[config.mk]
export PLATFORM = sky130hd
export DESIGN_NAME = tme_merge
export DESIGN_NICKNAME = d
export VERILOG_FILES = /design/src/hw/rtl/transform_matrix_engine_defines.svh /design/src/hw/rtl/tme_pkg.sv /design/src/hw/rtl/tme_merge.sv
export SDC_FILE = /design/constraint.sdc
export NUM_CORES = 2
export LEC_CHECK = 0
export ABC_AREA = 1
export BUFFER_PORTS_ARGS = -buffer_cell sky130_fd_sc_hd__buf_2
export CORE_AREA = 2 2 498 500
export DETAILED_ROUTE_END_ITERATION = 10
export DIE_AREA = 0 0 500 502
export PLACE_DENSITY_LB_ADDON = 0.15
export SYNTH_ARGS = -nofsm -noshare
export SYNTH_HDL_FRONTEND = slang
export SYNTH_SLANG_ARGS = --single-unit
[constraint.sdc]
create_clock -name vclk -period 10.3
set_clock_uncertainty 0.05 [all_clocks]
set_input_delay 1.545 -clock vclk [all_inputs]
set_output_delay 1.545 -clock vclk [all_outputs]
set_load 0.01 [all_outputs]
[src/hw/rtl/transform_matrix_engine_defines.svh]
// assertion helpers for the matrix engine
`ifndef TRANSFORM_MATRIX_ENGINE_DEFINES_SVH
`define TRANSFORM_MATRIX_ENGINE_DEFINES_SVH

// check that a condition implies a consequence on the same edge
`define TME_ASSERT_IMP(lbl, clk, rst_n, cond, cons) \
    lbl: assert property (@(posedge clk) disable iff (!rst_n) (cond) |-> (cons)) \
        else $error("assertion failed");

// check that a condition implies a consequence on the next edge
`define TME_ASSERT_NEXT(lbl, clk, rst_n, cond, cons) \
    lbl: assert property (@(posedge clk) disable iff (!rst_n) (cond) |=> (cons)) \
        else $error("assertion failed");

`endif

[src/hw/rtl/tme_pkg.sv]
package tme_pkg;

    localparam int unsigned N = 4;

    typedef logic signed [31:0] t_word;
    typedef t_word t_row [N];

    typedef enum logic [3:0] {
        OP_LOAD_CUR = 4'd0,
        OP_LOAD_OPD = 4'd1,
        OP_MUL      = 4'd2,
        OP_ADD      = 4'd3,
        OP_SUB      = 4'd4,
        OP_TRANS    = 4'd5,
        OP_SCALE    = 4'd6,
        OP_READ     = 4'd7,
        OP_IDENT    = 4'd8
    } t_opcode;

    // what the lanes are asked to do for one row
    typedef enum logic [1:0] {
        LM_MUL,
        LM_ADD,
        LM_SUB,
        LM_PASS
    } t_lane_mode;

    function automatic t_word sat32(input logic signed [35:0] x);
        if (x > 36'sd2147483647) begin
            return 32'sh7fffffff;
        end else if (x < -36'sd2147483648) begin
            return 32'sh80000000;
        end
        return x[31:0];
    endfunction

endpackage

[src/hw/rtl/tme_merge.sv]
// merging stage: sums the four truncated products of each lane with
// saturation, or takes the elementwise value
module tme_merge (
    input  logic signed [63:0]  i_prod [tme_pkg::N][tme_pkg::N],
    input  tme_pkg::t_lane_mode i_mode [tme_pkg::N],
    input  tme_pkg::t_word      i_elem [tme_pkg::N],
    output tme_pkg::t_row       o_row
);
    logic signed [65:0] sum [tme_pkg::N];

    always_comb begin
        for (int c = 0; c < tme_pkg::N; c++) begin
            sum[c] = 66'(i_prod[c][0]) + 66'(i_prod[c][1])
                   + 66'(i_prod[c][2]) + 66'(i_prod[c][3]);
            if (i_mode[c] == tme_pkg::LM_MUL) begin
                if (sum[c] > 66'sd2147483647) begin
                    o_row[c] = 32'sh7fffffff;
                end else if (sum[c] < -66'sd2147483648) begin
                    o_row[c] = 32'sh80000000;
                end else begin
                    o_row[c] = sum[c][31:0];
                end
            end else begin
                o_row[c] = i_elem[c];
            end
        end
    end
endmodule

==> impl_metrics.env <==
export IMPL_numPortBuffers=1288
export IMPL_synth_top_cell_area_share=0.273
export IMPL_seq_cells=0
export IMPL_final_nets=10900
export IMPL_cellPowerDensity_mw_per_mm2=181
export IMPL_cp_max_fo=18
export IMPL_ctsResizeCount=0
export IMPL_irDropWorstVdd_uv=96.9
export IMPL_antenna_found_initial=65
export IMPL_report_final_slew_viol_count=0
export IMPL_first_global_vias=50700
export IMPL_worst_path_buf_inv=7
export IMPL_fin_setup_tns_ns=0
export IMPL_syn_avg_cell_area_um2=5.48
export IMPL_regArea_um2=0
export IMPL_crit_arrival_ns=7.56
export IMPL_power_frac_comb=1.000
export IMPL_fp_row_count=182
export IMPL_die_area_mm2=0.251
export IMPL_p_leak_nw=33.3
export IMPL_first_pass_iters=6
export IMPL_ys_warn_count=0
export IMPL_grt_pass1_wl_um=348000
export IMPL_period_share=0.889
export IMPL_grt_max_degree=34
export IMPL_avgViaCountPerCell=4.04
export IMPL_start_kind="primary input"
export IMPL_critPathTopFamily="simple AND/OR/NAND/NOR gates"
export IMPL_rsz0062_at_grt="no"
export IMPL_final_hold_viol_count=0
export IMPL_synth_area_mm2=0.0420
export IMPL_pin_count=1288
export IMPL_die_h_um=502
export IMPL_synth_nets=9606
export IMPL_drt_iter0_markers=3196
export IMPL_path_cells="buf_2 -> inv_1 -> fa_1 -> fa_1 -> inv_1 -> ha_1 -> nand2_1 -> nor2_1 -> inv_2 -> nor2_4 -> inv_2 -> nor2_2 -> nand2_1 -> nand2_1 -> nand2_1 -> o21ai_1 -> xor2_1 -> nand2_1 -> buf_4 -> nand2_1 -> nand2_1 -> nand2_1 -> buf_2"
export IMPL_drive_gt1_frac=0.164
export IMPL_hpwl_um=234000
export IMPL_layout_commonest_cell="nand2_1"
export IMPL_internal_power_mw=2.87
export IMPL_critPathKind="in2out"
export IMPL_cp_slowest_cell="nand2_1"
export IMPL_wl_per_cell_um=20.4
export IMPL_area_growth_pct=24.3
export IMPL_p_sw_mw=6.62
export IMPL_relSlewSlack=0.305
export IMPL_final_cell_mix="nand2_1 (3058), inv_1 (2235), buf_2 (1288)"
export IMPL_routabilityCongestion=0.941
export IMPL_required_ns=8.71
export IMPL_drv_cap=0
export IMPL_ctsHoldBuffers=0
export IMPL_slowest_delay_ns=0.90
export IMPL_status="complete, no violations"
export IMPL_gr_total_overflow=0
export IMPL_synth_area_leaders="nand2_1 (27%), fa_1 (25%), inv_1 (20%), ha_1 (7.7%), nor2_1 (4.4%)"
export IMPL_hold_start="i_elem[33]"
export IMPL_die_w_um=500
export IMPL_setup_viol=0
export IMPL_final_antenna_net_count=0
export IMPL_fmax_mhz=109
export IMPL_fillers=29200
export IMPL_min_period_ns=9.16
export IMPL_post_synth_num_cell_types=47
export IMPL_synth_top_area_cell="nand2_1"
export IMPL_drc=0
export IMPL_tightest_slew_ns=1.04
export IMPL_num_vias=49100
export IMPL_ys_seq_area_frac=0
export IMPL_grt_usage=0.190
export IMPL_hp_class="in2out"
export IMPL_cp_end_kind="output pin"
export IMPL_cp_startpoint="i_prod[857]"
export IMPL_syn_inst=7670
export IMPL_nClkBuffers=0
export IMPL_finalPower_mw=9.49
export IMPL_p_seq_frac=0
export IMPL_wl_um=248000
export IMPL_cts_setup_buffers=0
export IMPL_coreArea_mm2=0.245
export IMPL_clock_power_share=0
export IMPL_crit_top_cell="nand2_1"
export IMPL_start_util=0.171
export IMPL_sw_frac_of_total=0.698
cell type report:
| type | count | area, um^2 | share of cell area |
|---|---|---|---|
| Multi-Input combinational cell | 5338 | 33100 | 0.633 |
| Inverter | 2284 | 8570 | 0.164 |
| Timing Repair Buffer | 1299 | 6530 | 0.125 |
| Tap cell | 3220 | 4030 | 0.0771 |
| Antenna cell | 15 | 37.5 | 0.000718 |
worst paths after layout:
check	cells past startpoint	end	slack, ns
hold / removal	4	o_row[33]	3.32
setup / recovery	23	o_row[122]	1.14
cells in the mapped netlist (2+ instances only):
cell type and instances:
nand4_1 51, o21a_1 2, o21ai_0 33, nor3_2 12, buf_4 3, a21oi_1 216
inv_2 36, nor2_2 58, nor2_1 497, o21bai_1 44, nand3_2 6, buf_6 19
clkinv_1 13, buf_2 7, nand2_4 2, and2_1 11, inv_1 2235, nor4_1 12
nand3b_1 35, nand2_1 3058, a211oi_1 2, nor3_1 43, ha_1 260, nand3_1 277
nor2_4 4, and3_1 7, fa_1 516, o21ai_1 3, xor2_1 117, nand2_2 38
buf_12 2, clkbuf_1 17, o211ai_1 7, xnor2_1 14
layer usage:
layer  vias to the layer above  GRT usage  wire length, um
met2                      1544      0.337           119000
met4                        32     0.0410             6940
li1                      24400          -                -
met5                         -          0              196
met1                     22800      0.251           111000
met3                       196     0.0144            11300
power by group through the flow:
stage | combinational [mW] | clock [mW] | sequential, mW
after detailed placement | 9.53 | 0 | 0
after CTS | 9.58 | 0 | 0
final | 9.49 | 0.000000214 | 0
after floorplan | 6.03 | 0 | 0
after global placement | 9.57 | 0 | 0
after global routing | 10.6 | 0.0000000652 | 0
metrics by stage:
| step | worst slack (ns) | util | area (um^2) | instances | hold WS, ns |
|---|---|---|---|---|---|
| floorplan | 3.80 | - | 42000 | 7670 | 3.16 |
| global placement | 0.995 | 0.213 | 52200 | 12100 | 3.32 |
| detailed placement | 1.03 | 0.213 | 52200 | 12100 | 3.32 |
| CTS | 1.02 | 0.213 | 52200 | 12100 | 3.32 |
| global route | 0.656 | 0.213 | 52200 | 12100 | 3.34 |
| finish | 1.14 | 0.213 | 52300 | 12200 | 3.32 |
kinds of logic (layout without fill, tap and decap cells):
logic type                 Yosys count  count (layout)  share of synthesized area
AOI/OAI and AO/OA                  315             315                     0.0415
xor gates and xnor gates           131             131                     0.0273
other                                0              15                          0
and+or+nand+nor                   4116            4116                      0.395
buffers and inverters             2332            3583                      0.213
adders and majority gates          776             776                      0.323
Note: power is estimated with default switching activity, not from simulation.
